<file path="config.mk">
export PLATFORM = sky130hd
export DESIGN_NAME = skid_steer_throttle_decay_core_flat
export DESIGN_NICKNAME = d
export VERILOG_FILES = /design/src/sst_pkg.sv /design/src/sst_if.sv /design/src/sst_div.sv /design/src/skid_steer_throttle_decay_core.sv /design/src/flat_wrapper.sv
export SDC_FILE = /design/constraint.sdc
export NUM_CORES = 1
export LEC_CHECK = 0
export CORE_ASPECT_RATIO = 1.1
export CORE_MARGIN = 1
export CORE_UTILIZATION = 35
export DETAILED_ROUTE_END_ITERATION = 6
export DONT_BUFFER_PORTS = 1
export GPL_TIMING_DRIVEN = 1
export SETUP_SLACK_MARGIN = 0.02
export SLEW_MARGIN = 20
export SYNTH_ARGS = -nofsm -noshare
export SYNTH_HDL_FRONTEND = slang
export SYNTH_SLANG_ARGS = --single-unit
</file>
<file path="constraint.sdc">
create_clock -name clk -period 3.52 [get_ports clk]
set_input_delay 0.352 -clock clk [delete_from_list [all_inputs] [get_ports clk]]
set_output_delay 0.352 -clock clk [all_outputs]
set_load 0.05 [all_outputs]
</file>
<file path="src/sst_pkg.sv">
package sst_pkg;

	localparam int unsigned CFG_IDX_W = 2;
	localparam int unsigned CFG_DATA_W = 8;

	localparam logic [CFG_IDX_W-1:0] CFG_LEFT_SIDE = 2'd0;
	localparam logic [CFG_IDX_W-1:0] CFG_DECAY_DIV_X = 2'd1;
	localparam logic [CFG_IDX_W-1:0] CFG_DECAY_DIV_Y = 2'd2;

	localparam logic RST_LEFT_SIDE = 1'b1;
	localparam logic [7:0] RST_DECAY_DIV = 8'd4;

	localparam logic signed [10:0] TERM_MAX = 11'sd255;
	localparam logic signed [10:0] TERM_MIN = -11'sd255;

	typedef logic signed [8:0] term_t;
	typedef logic signed [10:0] wide_t;

	typedef struct packed {
		logic start;
		logic [7:0] dividend;
		logic [7:0] divisor;
	} div_req_t;

	typedef struct packed {
		logic busy;
		logic done;
		logic [7:0] quot;
	} div_rsp_t;

	function automatic logic [7:0] mag(input term_t t);
		term_t n;
		n = -t;
		return t[8] ? n[7:0] : t[7:0];
	endfunction

	function automatic term_t sat(input wide_t v);
		if (v > TERM_MAX) begin
			return TERM_MAX[8:0];
		end else if (v < TERM_MIN) begin
			return TERM_MIN[8:0];
		end
		return v[8:0];
	endfunction

	function automatic term_t decay(input term_t t, input logic [7:0] div,
			input logic [7:0] q);
		logic [7:0] m;
		term_t r;
		m = mag(t);
		r = {1'b0, m - q};
		if (div == 8'd0 || q == 8'd0) begin
			return '0;
		end
		return t[8] ? -r : r;
	endfunction

endpackage

</file>
<file path="src/sst_if.sv">
interface sst_cmd_if;
	logic valid;
	logic ready;
	logic action;
	logic signed [9:0] delta_x;
	logic signed [9:0] delta_y;
	logic tick_x;
	logic tick_y;

	modport source(output valid, action, delta_x, delta_y, tick_x, tick_y, input ready);
	modport sink(input valid, action, delta_x, delta_y, tick_x, tick_y, output ready);
endinterface

interface sst_rsp_if;
	logic valid;
	logic ready;
	logic signed [8:0] speed;
	logic [7:0] pwm_duty;
	logic drive_a;
	logic drive_b;

	modport source(output valid, speed, pwm_duty, drive_a, drive_b, input ready);
	modport sink(input valid, speed, pwm_duty, drive_a, drive_b, output ready);
endinterface

interface sst_cfg_if;
	logic valid;
	logic ready;
	logic [sst_pkg::CFG_IDX_W-1:0] index;
	logic [sst_pkg::CFG_DATA_W-1:0] data;

	modport source(output valid, index, data, input ready);
	modport sink(input valid, index, data, output ready);
endinterface

</file>
<file path="src/sst_div.sv">
module sst_div (
	input logic clk,
	input logic arst_n,
	input sst_pkg::div_req_t req,
	output sst_pkg::div_rsp_t rsp
);

	logic busy_q;
	logic done_q;
	logic [2:0] cnt_q;
	logic [7:0] rem_q;
	logic [7:0] dq_q;
	logic [7:0] div_q;
	logic [8:0] shifted;
	logic fits;
	logic [7:0] diff;

	assign shifted = {rem_q, dq_q[7]};
	assign diff = shifted[7:0] - div_q;
	assign fits = shifted >= {1'b0, div_q};

	always_ff @(posedge clk or negedge arst_n) begin
		if (!arst_n) begin
			busy_q <= 1'b0;
			done_q <= 1'b0;
			cnt_q <= '0;
		end else begin
			done_q <= 1'b0;
			if (req.start) begin
				busy_q <= 1'b1;
				cnt_q <= '0;
			end else if (busy_q) begin
				cnt_q <= cnt_q + 3'd1;
				if (cnt_q == 3'd7) begin
					busy_q <= 1'b0;
					done_q <= 1'b1;
				end
			end
		end
	end

	always_ff @(posedge clk) begin
		if (req.start) begin
			rem_q <= '0;
			dq_q <= req.dividend;
			div_q <= req.divisor;
		end else if (busy_q) begin
			rem_q <= fits ? diff : shifted[7:0];
			dq_q <= {dq_q[6:0], fits};
		end
	end

	assign rsp.busy = busy_q;
	assign rsp.done = done_q;
	assign rsp.quot = dq_q;

	a_no_restart: assert property (@(posedge clk) disable iff (!arst_n)
		busy_q |-> !req.start) else $error("divider restarted while busy");
	a_done_after_busy: assert property (@(posedge clk) disable iff (!arst_n)
		done_q |-> $past(busy_q)) else $error("done without a run");
	a_done_pulse: assert property (@(posedge clk) disable iff (!arst_n)
		done_q |=> !done_q || $past(req.start)) else $error("done held");

endmodule

</file>
<file path="src/skid_steer_throttle_decay_core.sv">
// Keeps a steering and a throttle term (each held within -255..255) and returns the
// saturated sum with PWM duty and bridge pins after each update or decay tick. An update
// passes through the UPD and SUM states to the output register; a tick on one or both
// axes waits in DIVX and/or DIVY for the shared 8-step restoring divider, which computes
// each decay quotient in turn. A tick that selects neither axis returns to idle with no
// result. The command channel takes a new item as soon as the sequencer is idle, while a
// result may still wait in the output register; configuration writes are always taken.
module skid_steer_throttle_decay_core (
	input logic clk,
	input logic arst_n,
	sst_cmd_if.sink cmd,
	sst_rsp_if.source rsp,
	sst_cfg_if.sink cfg
);

	localparam logic [2:0] ST_IDLE = 3'd0;
	localparam logic [2:0] ST_UPD = 3'd1;
	localparam logic [2:0] ST_DIVX = 3'd2;
	localparam logic [2:0] ST_DIVY = 3'd3;
	localparam logic [2:0] ST_SUM = 3'd4;

	logic [2:0] state_q;
	logic left_side_q;
	logic [7:0] div_x_q;
	logic [7:0] div_y_q;
	sst_pkg::term_t steer_q;
	sst_pkg::term_t throttle_q;
	logic signed [9:0] delta_x_q;
	logic signed [9:0] delta_y_q;
	logic tick_y_q;
	logic out_valid_q;
	logic signed [8:0] speed_q;
	logic [7:0] duty_q;
	logic drive_a_q;
	logic drive_b_q;

	sst_pkg::div_req_t dreq;
	sst_pkg::div_rsp_t drsp;

	logic cmd_xfer;
	logic out_load;
	sst_pkg::wide_t steer_sum;
	sst_pkg::wide_t thr_sum;
	sst_pkg::wide_t tot_sum;
	sst_pkg::term_t speed_c;

	assign cmd.ready = (state_q == ST_IDLE);
	assign cmd_xfer = cmd.valid && cmd.ready;
	assign cfg.ready = 1'b1;
	assign out_load = (state_q == ST_SUM) && (!out_valid_q || rsp.ready);

	assign thr_sum = {{2{throttle_q[8]}}, throttle_q} + {delta_y_q[9], delta_y_q};
	assign steer_sum = left_side_q
		? {{2{steer_q[8]}}, steer_q} + {delta_x_q[9], delta_x_q}
		: {{2{steer_q[8]}}, steer_q} - {delta_x_q[9], delta_x_q};
	assign tot_sum = {{2{steer_q[8]}}, steer_q} + {{2{throttle_q[8]}}, throttle_q};
	assign speed_c = sst_pkg::sat(tot_sum);

	always_comb begin
		dreq.start = 1'b0;
		dreq.dividend = sst_pkg::mag(steer_q);
		dreq.divisor = div_x_q;
		if (cmd_xfer && cmd.action && cmd.tick_x) begin
			dreq.start = 1'b1;
		end else if (cmd_xfer && cmd.action && cmd.tick_y) begin
			dreq.start = 1'b1;
			dreq.dividend = sst_pkg::mag(throttle_q);
			dreq.divisor = div_y_q;
		end else if (state_q == ST_DIVX && drsp.done && tick_y_q) begin
			dreq.start = 1'b1;
			dreq.dividend = sst_pkg::mag(throttle_q);
			dreq.divisor = div_y_q;
		end
	end

	sst_div u_div (
		.clk(clk),
		.arst_n(arst_n),
		.req(dreq),
		.rsp(drsp)
	);

	always_ff @(posedge clk or negedge arst_n) begin
		if (!arst_n) begin
			left_side_q <= sst_pkg::RST_LEFT_SIDE;
			div_x_q <= sst_pkg::RST_DECAY_DIV;
			div_y_q <= sst_pkg::RST_DECAY_DIV;
		end else if (cfg.valid) begin
			case (cfg.index)
				sst_pkg::CFG_LEFT_SIDE: left_side_q <= cfg.data[0];
				sst_pkg::CFG_DECAY_DIV_X: div_x_q <= cfg.data;
				sst_pkg::CFG_DECAY_DIV_Y: div_y_q <= cfg.data;
				default: ;
			endcase
		end
	end

	always_ff @(posedge clk or negedge arst_n) begin
		if (!arst_n) begin
			state_q <= ST_IDLE;
			steer_q <= '0;
			throttle_q <= '0;
			out_valid_q <= 1'b0;
		end else begin
			if (out_load) begin
				out_valid_q <= 1'b1;
			end else if (rsp.ready) begin
				out_valid_q <= 1'b0;
			end
			case (state_q)
				ST_IDLE: begin
					if (cmd_xfer) begin
						if (!cmd.action) begin
							state_q <= ST_UPD;
						end else if (cmd.tick_x) begin
							state_q <= ST_DIVX;
						end else if (cmd.tick_y) begin
							state_q <= ST_DIVY;
						end
					end
				end
				ST_UPD: begin
					steer_q <= sst_pkg::sat(steer_sum);
					throttle_q <= sst_pkg::sat(thr_sum);
					state_q <= ST_SUM;
				end
				ST_DIVX: begin
					if (drsp.done) begin
						steer_q <= sst_pkg::decay(steer_q, div_x_q, drsp.quot);
						state_q <= tick_y_q ? ST_DIVY : ST_SUM;
					end
				end
				ST_DIVY: begin
					if (drsp.done) begin
						throttle_q <= sst_pkg::decay(throttle_q, div_y_q, drsp.quot);
						state_q <= ST_SUM;
					end
				end
				ST_SUM: begin
					if (out_load) begin
						state_q <= ST_IDLE;
					end
				end
				default: state_q <= ST_IDLE;
			endcase
		end
	end

	always_ff @(posedge clk) begin
		if (cmd_xfer) begin
			delta_x_q <= cmd.delta_x;
			delta_y_q <= cmd.delta_y;
			tick_y_q <= cmd.tick_y;
		end
		if (out_load) begin
			speed_q <= speed_c;
			duty_q <= sst_pkg::mag(speed_c);
			drive_a_q <= speed_c[8];
			drive_b_q <= !speed_c[8] && (speed_c != '0);
		end
	end

	assign rsp.valid = out_valid_q;
	assign rsp.speed = speed_q;
	assign rsp.pwm_duty = duty_q;
	assign rsp.drive_a = drive_a_q;
	assign rsp.drive_b = drive_b_q;

	a_idle_div_quiet: assert property (@(posedge clk) disable iff (!arst_n)
		cmd.ready |-> !drsp.busy && !drsp.done) else $error("divider active while idle");
	a_terms_range: assert property (@(posedge clk) disable iff (!arst_n)
		steer_q != -9'sd256 && throttle_q != -9'sd256) else $error("term out of range");
	a_upd_to_sum: assert property (@(posedge clk) disable iff (!arst_n)
		state_q == ST_UPD |=> state_q == ST_SUM) else $error("update not followed by sum");
	a_pins_exclusive: assert property (@(posedge clk) disable iff (!arst_n)
		out_valid_q |-> !(drive_a_q && drive_b_q)) else $error("both bridge pins set");

endmodule

</file>
<file path="src/flat_wrapper.sv">
// flat-port wrapper written by rule: the top's interface ports become plain ports
module skid_steer_throttle_decay_core_flat 
  (clk, arst_n, cmd_valid, cmd_action, cmd_delta_x, cmd_delta_y, cmd_tick_x, cmd_tick_y, cmd_ready, rsp_valid, rsp_speed, rsp_pwm_duty, rsp_drive_a, rsp_drive_b, rsp_ready, cfg_valid, cfg_index, cfg_data, cfg_ready);
  sst_cmd_if cmd_i ();
  sst_rsp_if rsp_i ();
  sst_cfg_if cfg_i ();
  input logic clk;
  input logic arst_n;
  input wire logic [$bits(cmd_i.valid)-1:0] cmd_valid;
  input wire logic [$bits(cmd_i.action)-1:0] cmd_action;
  input wire logic [$bits(cmd_i.delta_x)-1:0] cmd_delta_x;
  input wire logic [$bits(cmd_i.delta_y)-1:0] cmd_delta_y;
  input wire logic [$bits(cmd_i.tick_x)-1:0] cmd_tick_x;
  input wire logic [$bits(cmd_i.tick_y)-1:0] cmd_tick_y;
  output wire logic [$bits(cmd_i.ready)-1:0] cmd_ready;
  output wire logic [$bits(rsp_i.valid)-1:0] rsp_valid;
  output wire logic [$bits(rsp_i.speed)-1:0] rsp_speed;
  output wire logic [$bits(rsp_i.pwm_duty)-1:0] rsp_pwm_duty;
  output wire logic [$bits(rsp_i.drive_a)-1:0] rsp_drive_a;
  output wire logic [$bits(rsp_i.drive_b)-1:0] rsp_drive_b;
  input wire logic [$bits(rsp_i.ready)-1:0] rsp_ready;
  input wire logic [$bits(cfg_i.valid)-1:0] cfg_valid;
  input wire logic [$bits(cfg_i.index)-1:0] cfg_index;
  input wire logic [$bits(cfg_i.data)-1:0] cfg_data;
  output wire logic [$bits(cfg_i.ready)-1:0] cfg_ready;
  assign cmd_i.valid = cmd_valid;
  assign cmd_i.action = cmd_action;
  assign cmd_i.delta_x = cmd_delta_x;
  assign cmd_i.delta_y = cmd_delta_y;
  assign cmd_i.tick_x = cmd_tick_x;
  assign cmd_i.tick_y = cmd_tick_y;
  assign cmd_ready = cmd_i.ready;
  assign rsp_valid = rsp_i.valid;
  assign rsp_speed = rsp_i.speed;
  assign rsp_pwm_duty = rsp_i.pwm_duty;
  assign rsp_drive_a = rsp_i.drive_a;
  assign rsp_drive_b = rsp_i.drive_b;
  assign rsp_i.ready = rsp_ready;
  assign cfg_i.valid = cfg_valid;
  assign cfg_i.index = cfg_index;
  assign cfg_i.data = cfg_data;
  assign cfg_ready = cfg_i.ready;
  skid_steer_throttle_decay_core u_core (.clk(clk), .arst_n(arst_n), .cmd(cmd_i), .rsp(rsp_i), .cfg(cfg_i));
endmodule
</file>
# Word level (Yosys, flattened, before mapping)
# Index checks and enable logic that the tools add are counted.
[word_totals]
reg_bits = 108
input_bits = 38
out_inout_bits = 22
elab_cells = 144
[classes]
n_addsub = 13
magnitude_cmp = 7
eq_ne = 12
mux = 63
reduce_logical = 29
[ops]
columns = ["cell", "n"]
rows = [
  ["$mux 9", 17],
  ["$mux 8", 6],
  ["$pmux 9 s2", 2],
  ["$mux 17", 2],
  ["$gt 11x9->1 const B", 3],
  ["$lt 11x9->1 const B", 3],
  ["$mux 3", 10],
  ["$logic_not 8->1", 3],
  ["$neg 8->8", 3],
  ["$sub 8x8->8", 3],
  ["$mux 1", 23],
  ["$add 9x10->11", 2],
  ["$neg 8->9", 2],
  ["$mux 16", 1],
  ["$pmux 3 s5", 1],
  ["$mux 11", 1],
  ["$sub 9x10->11", 1],
  ["$add 9x9->10", 1],
  ["$reduce_and 2->1", 5],
  ["$ge 9x8->1", 1],
  ["$reduce_bool 9->1", 1],
  ["$logic_and 1x1->1", 8],
  ["$reduce_bool 2->1", 4],
  ["$eq 3x2->1 const B", 2],
  ["13 further kinds", 19],
]

# Logic depth before layout (Yosys ltp)
[logic_depth]
word_depth = 8
depth_mapped = 16
ltp_nobuf = 15

# Cells and area by module
# Synthesis repeated with hierarchy kept, for this count alone.
[unflattened]
hier_cells = 818
area_unflattened_um2 = 7978.9
[by_module_without_submodules]
columns = ["mod", "instances", "cells_each", "area_each_um2", "seq_area_each_um2"]
rows = [
  ["skid_steer_throttle_decay_core", 1, 675, 6389.9, 2120.8],
  ["sst_div", 1, 143, 1589.0, 765.7],
]

# Worst setup path before layout
# OpenSTA, ideal clock, no wires.
[synth_timing]
kind = "flip-flop to flip-flop"
startpoint = "reg u_core.state_q[2]"
endpoint = "reg u_core.u_div.dq_q[2], data pin"
setup_ns = 0.158
t_arrival_ns = 3.759
required_ns = 3.362
path_slack_ns = -0.397
stages_incl_launch_ff = 11
path_buffers = 3
period_less_slack_ns = 3.917
cell_sequence = "dfrtp_1 > clkbuf_1 > nor3_1 > and2_1 > nand2_1 > o21a_1 > clkbuf_1 > inv_1 > clkbuf_1 > o221ai_1 > o21ai_0"
[synth_via]
elab_chain_cells = 7
elab_cells_between_ends = 13
cone_classes = "eq/ne (1); mux (5); reduce/logical (7)"
[synth_rtl]
columns = ["item", "line", "rtl"]
rows = [
  ["start, declared", "skid_steer_throttle_decay_core.sv:22", "logic [2:0] state_q;"],
  ["start signal, assigned", "skid_steer_throttle_decay_core.sv:130", "state_q <= tick_y_q ? ST_DIVY : ST_SUM;"],
  ["$logic_not 3->1 (*)", "skid_steer_throttle_decay_core.sv:47", "assign cmd.ready = (state_q == ST_IDLE);"],
  ["named net cmd_ready", "flat_wrapper.sv:15", "output wire logic [$bits(cmd_i.ready)-1:0] cmd_ready;"],
  ["$logic_and 1x1->1 (*)", "skid_steer_throttle_decay_core.sv:48", "assign cmd_xfer = cmd.valid && cmd.ready;"],
  ["named net u_core.cmd_xfer", "skid_steer_throttle_decay_core.sv:40", "logic cmd_xfer;"],
  ["$logic_and 1x1->1 (*)", "skid_steer_throttle_decay_core.sv:63, skid_steer_throttle_decay_core.sv:65", ""],
  ["$logic_and 1x1->1", "skid_steer_throttle_decay_core.sv:65", "end else if (cmd_xfer && cmd.action && cmd.tick_y) begin"],
  ["$mux 17", "skid_steer_throttle_decay_core.sv:65", ""],
  ["$mux 16 / $mux 1 (equally long branches)", "skid_steer_throttle_decay_core.sv:63", "if (cmd_xfer && cmd.action && cmd.tick_x) begin"],
  ["$mux 8 (*)", "sst_div.sv:43", "if (req.start) begin"],
  ["end signal, assigned", "sst_div.sv:45", "dq_q <= req.dividend;"],
  ["end signal, assigned", "sst_div.sv:49", "dq_q <= {dq_q[6:0], fits};"],
  ["end, declared", "sst_div.sv:12", "logic [7:0] dq_q;"],
]
# Mark *: on every way through the listed nets, which the timed path passes. The rest lies on a longest branch.
# A chain may end at the register's enable or synchronous reset.

# Final worst setup path
[layout_timing]
startpoint = "reg u_core.throttle_q[2]"
endpoint = "reg u_core.throttle_q[7]"
[layout_via]
elab_chain_cells = 8
elab_cells_between_ends = 16
cone_classes = "add/sub (4); order compare (2); mux (10)"
[layout_rtl]
columns = ["item", "line", "rtl"]
rows = [
  ["start, declared", "skid_steer_throttle_decay_core.sv:27", "sst_pkg::term_t throttle_q;"],
  ["start signal, assigned", "skid_steer_throttle_decay_core.sv:124", "throttle_q <= sst_pkg::sat(thr_sum);"],
  ["start signal, assigned", "skid_steer_throttle_decay_core.sv:135", "throttle_q <= sst_pkg::decay(throttle_q, div_y_q, drsp.quot);"],
  ["$neg 8->8", "sst_pkg.sv:33", "n = -t;"],
  ["$mux 8", "sst_pkg.sv:34", "return t[8] ? n[7:0] : t[7:0];"],
  ["$sub 8x8->8", "sst_pkg.sv:51", "r = {1'b0, m - q};"],
  ["$neg 8->9", "sst_pkg.sv:55", "return t[8] ? -r : r;"],
  ["$mux 9 (2 in a row)", "sst_pkg.sv:55", ""],
  ["$mux 9", "skid_steer_throttle_decay_core.sv:134", "if (drsp.done) begin"],
  ["$pmux 9 s2 (*)", "skid_steer_throttle_decay_core.sv:110", "case (state_q)"],
]
# Every way passes the cells marked *; elsewhere a longest branch is shown, timed or not. The select of a mux whose other input is x is not followed.

==> metrics.md <==
| Metric | Value |
|---|---|
| Antenna viol nets, final | 0 |
| Hold Crit Class | input pin to flop |
| Diode count | 0 |
| Nets | just under 1000 |
| Num Clock Sinks | 106 |
| Synth area leader | edfxtp_1 |
| Final Cycle Share | between 90 and 100% |
| Most frequent cells after synthesis | nor2_1, ha_1, a21oi_1 |
| Synth area leaders | edfxtp_1, dfrtp_1, ha_1 |
| Setup repair after global routing missed its margin | yes |
| Worst setup path start | u_core.throttle_q[2] |
| Die area | 0.0234 mm^2 |
| Bufs on Longest Clock Path | 2 |
| Worst-margin pin slew | ~900 ps |
| Cells after synthesis | 846 |
| Main synth FF type | edfxtp_1 |
| Reg2reg setup slack | 140 ps |
| First-pass GRT wire length | 31.9 mm |
| Largest net degree at the start of global routing | 45 |
| Post-Syn Area | 0.00797 mm^2 |
| Fmax | between 0.2 and 0.3 GHz |
| Worst Hold Slack | 73.1 ps |
| Number of flops mapped to enable cells by yosys | 54 |
| Post-synth net total | 952 |
| Yosys reg bits | 106 |
| CP Capture Type | flop |
| Max Slew Vio Count | 0 |
| Clk_skew | between 10 and 15 ps |
| Clock Latency Late Sink | approximately 370 ps |
| Final hold violation count | 0 |
| CTS tree | done |
| Routed length per instance | 16.4 um |
| Critical path required time | 3770 ps |
| Global-route usage over all layers | 17.1% |
| Setup crit end | u_core.throttle_q[7] |
| Synthesis-to-finish area growth | 14.3% |
| I/O pins | 60 |
| Kind of critical path | flop to flop |
| Final GP Congestion | 0.869 |
| Crit path arrival time | 3630 ps |
| Layout cells sized above 1 | 16.2% |
| Root buffer cell | clkbuf_16 |
| Critical Path Source Type | flop |
| Final HPWL DP | about 15 mm |
| Initial DRC count | 371 |
| Synth cell types | 76 |
| H-tree Lvls | 3 |
| Status | finished clean |
| Post-synth ARST share | 41.5% |
| Total gr overflow | 0 |
| Synth top area share | 20.3% |
| 1st-pass router iterations | 4 |
| Count leader, synth | nor2_1 |
| R2r worst-path depth | 10 |
| DP Cell Count | 1159 |
| # rows | 57 |
| Setup TNS | 0 ps |
| Fin area | ~0.0091 mm^2 |
| Crit Reg-Reg Startpoint | u_core.throttle_q[2] |
| Die Width | 146 um |
| Vias in the first global route | approximately 6300 |
| Final Instance Count excl. Fillers | approximately 1200 |
| Routed wire length | slightly below 20 mm |
| # DRC | 0 |
| Sequential area share after synthesis | between 30% and 40% |
| R2R Path End | u_core.throttle_q[7] |
| Initial Util | a little over a third |
| Buffers added on ports | 0 |
| # setup viols final | 0 |
| Worst-path clk slew | ~80 ps |
| Max_cap viols | 0 |
| Syn avg cell area | around 9.4 um^2 |
| Total CTS buffers | 9 |
| Slew margin rel. | 40.2% |
| Min Tclk post-route | 3380 ps |
| Maximum fanout along the worst path | 6 |
| Core area | 0.0223 mm^2 |
| Drt via density | 5.39 |
| Area after DPL | 0.00856 mm^2 |
| Die Ht | 160 um |
| Initial antenna violation count | 0 |
| Total number of yosys warnings | 0 |
| Vias post-DR | 6376 |
[per-stage QoR]
| step | setup slack (ps) | utilization (%) |
|---|---|---|
| 5_1_grt | -10.0 | 40.9 |
| 6_report | 141 | 40.9 |
| 3_3_place_gp | 51.6 | 38.5 |
| 2_1_floorplan | 53.0 | - |
| 4_1_cts | 31.2 | 39.9 |
| 3_5_place_dp | 34.6 | 38.5 |
[per-layer routing]
metal	up-vias	routed length, um	global-route usage (%)
li1	3194	-	-
met1	3029	8810	21.3
met2	117	9310	28.8
met3	36	662	2.78
met4	0	602	8.04
met5	-	0	0
[layout by cell type (no fill, tap or decap), types with 11 or more instances in the layout]
master    count
ha_1         61
buf_4        48
xor2_1       30
or3_1        14
o21a_1       11
mux2_2       27
o21ai_0      43
inv_1        51
nand3_1      13
nor2_1       83
nor3_1       19
nand2_1      46
nor4_1       11
dfrtp_1      40
edfxtp_1     54
a21oi_1      51
xnor2_1      31
nand2b_1     20
nor2b_1      11
[state kept, by name (all words and copies together) (netlist names), 7 cells and up]
| register | flops |
|---|---|
| u_core.throttle_q | 9 |
| u_core.u_div.rem_q | 8 |
| u_core.div_x_q | 8 |
| u_core.div_y_q | 8 |
| u_core.u_div.div_q | 8 |
| u_core.u_div.dq_q | 8 |
| u_core.steer_q | 9 |
| u_core.delta_y_q | 10 |
| u_core.rsp.pwm_duty | 8 |
| u_core.delta_x_q | 10 |
| u_core.rsp.speed | 7 |
[cell type report]
class / count / area, um^2
fill: 2203 / 13100
multi-input combinational: 666 / 4980
sequential: 106 / 2890
timing repair buffer: 50 / 398
tap: 295 / 369
clock buffer: 9 / 225
inverter: 51 / 191
clock inverter: 7 / 58.8
[repair_timing]
item	4_1_cts	5_1_grt
pin swaps	1	9
endpoints found under the setup margin	1	16
setup buffers	0	7
endpoints found under the hold margin	44	0
resized for setup	1	39
hold buffers	2	0
[critical path, cell delays in order, from the launching register on]
cell and delay, ps:
dfrtp_2 480, or3_4 440, o31ai_1 260, xnor2_1 180
ha_1 320, and4b_1 230, or4_4 530, o31ai_2 260
xor2_1 180, nor2_1 50, o32a_1 350
[cells by family after synthesis]
logic type,after synthesis,synth area share (%)
adders and majority gates,71,11.6
AOI/OAI and AO/OA,222,18.9
DFF,106,36.2
muxes,37,5.07
xor gates and xnor gates,66,7.25
and+or+nand+nor,269,17.3
other,1,0.0470
buffers and inverters,74,3.66
[worst min path at each step]
stage	cells past startpoint	slack, ps	start	to
3_3_place_gp	0	60	arst_n	u_core.div_x_q[7]
2_1_floorplan	0	60	arst_n	u_core.div_x_q[0]
3_5_place_dp	0	60	arst_n	u_core.div_y_q[6]
5_1_grt	0	60	cmd_delta_y[7]	u_core.delta_y_q[7]
4_1_cts	0	60	cmd_delta_y[7]	u_core.delta_y_q[7]
6_report	0	70	cmd_tick_y	u_core.tick_y_q
Power is not shown: default switching activity piles up to over one toggle a cycle in this logic, so the estimate is an artifact.
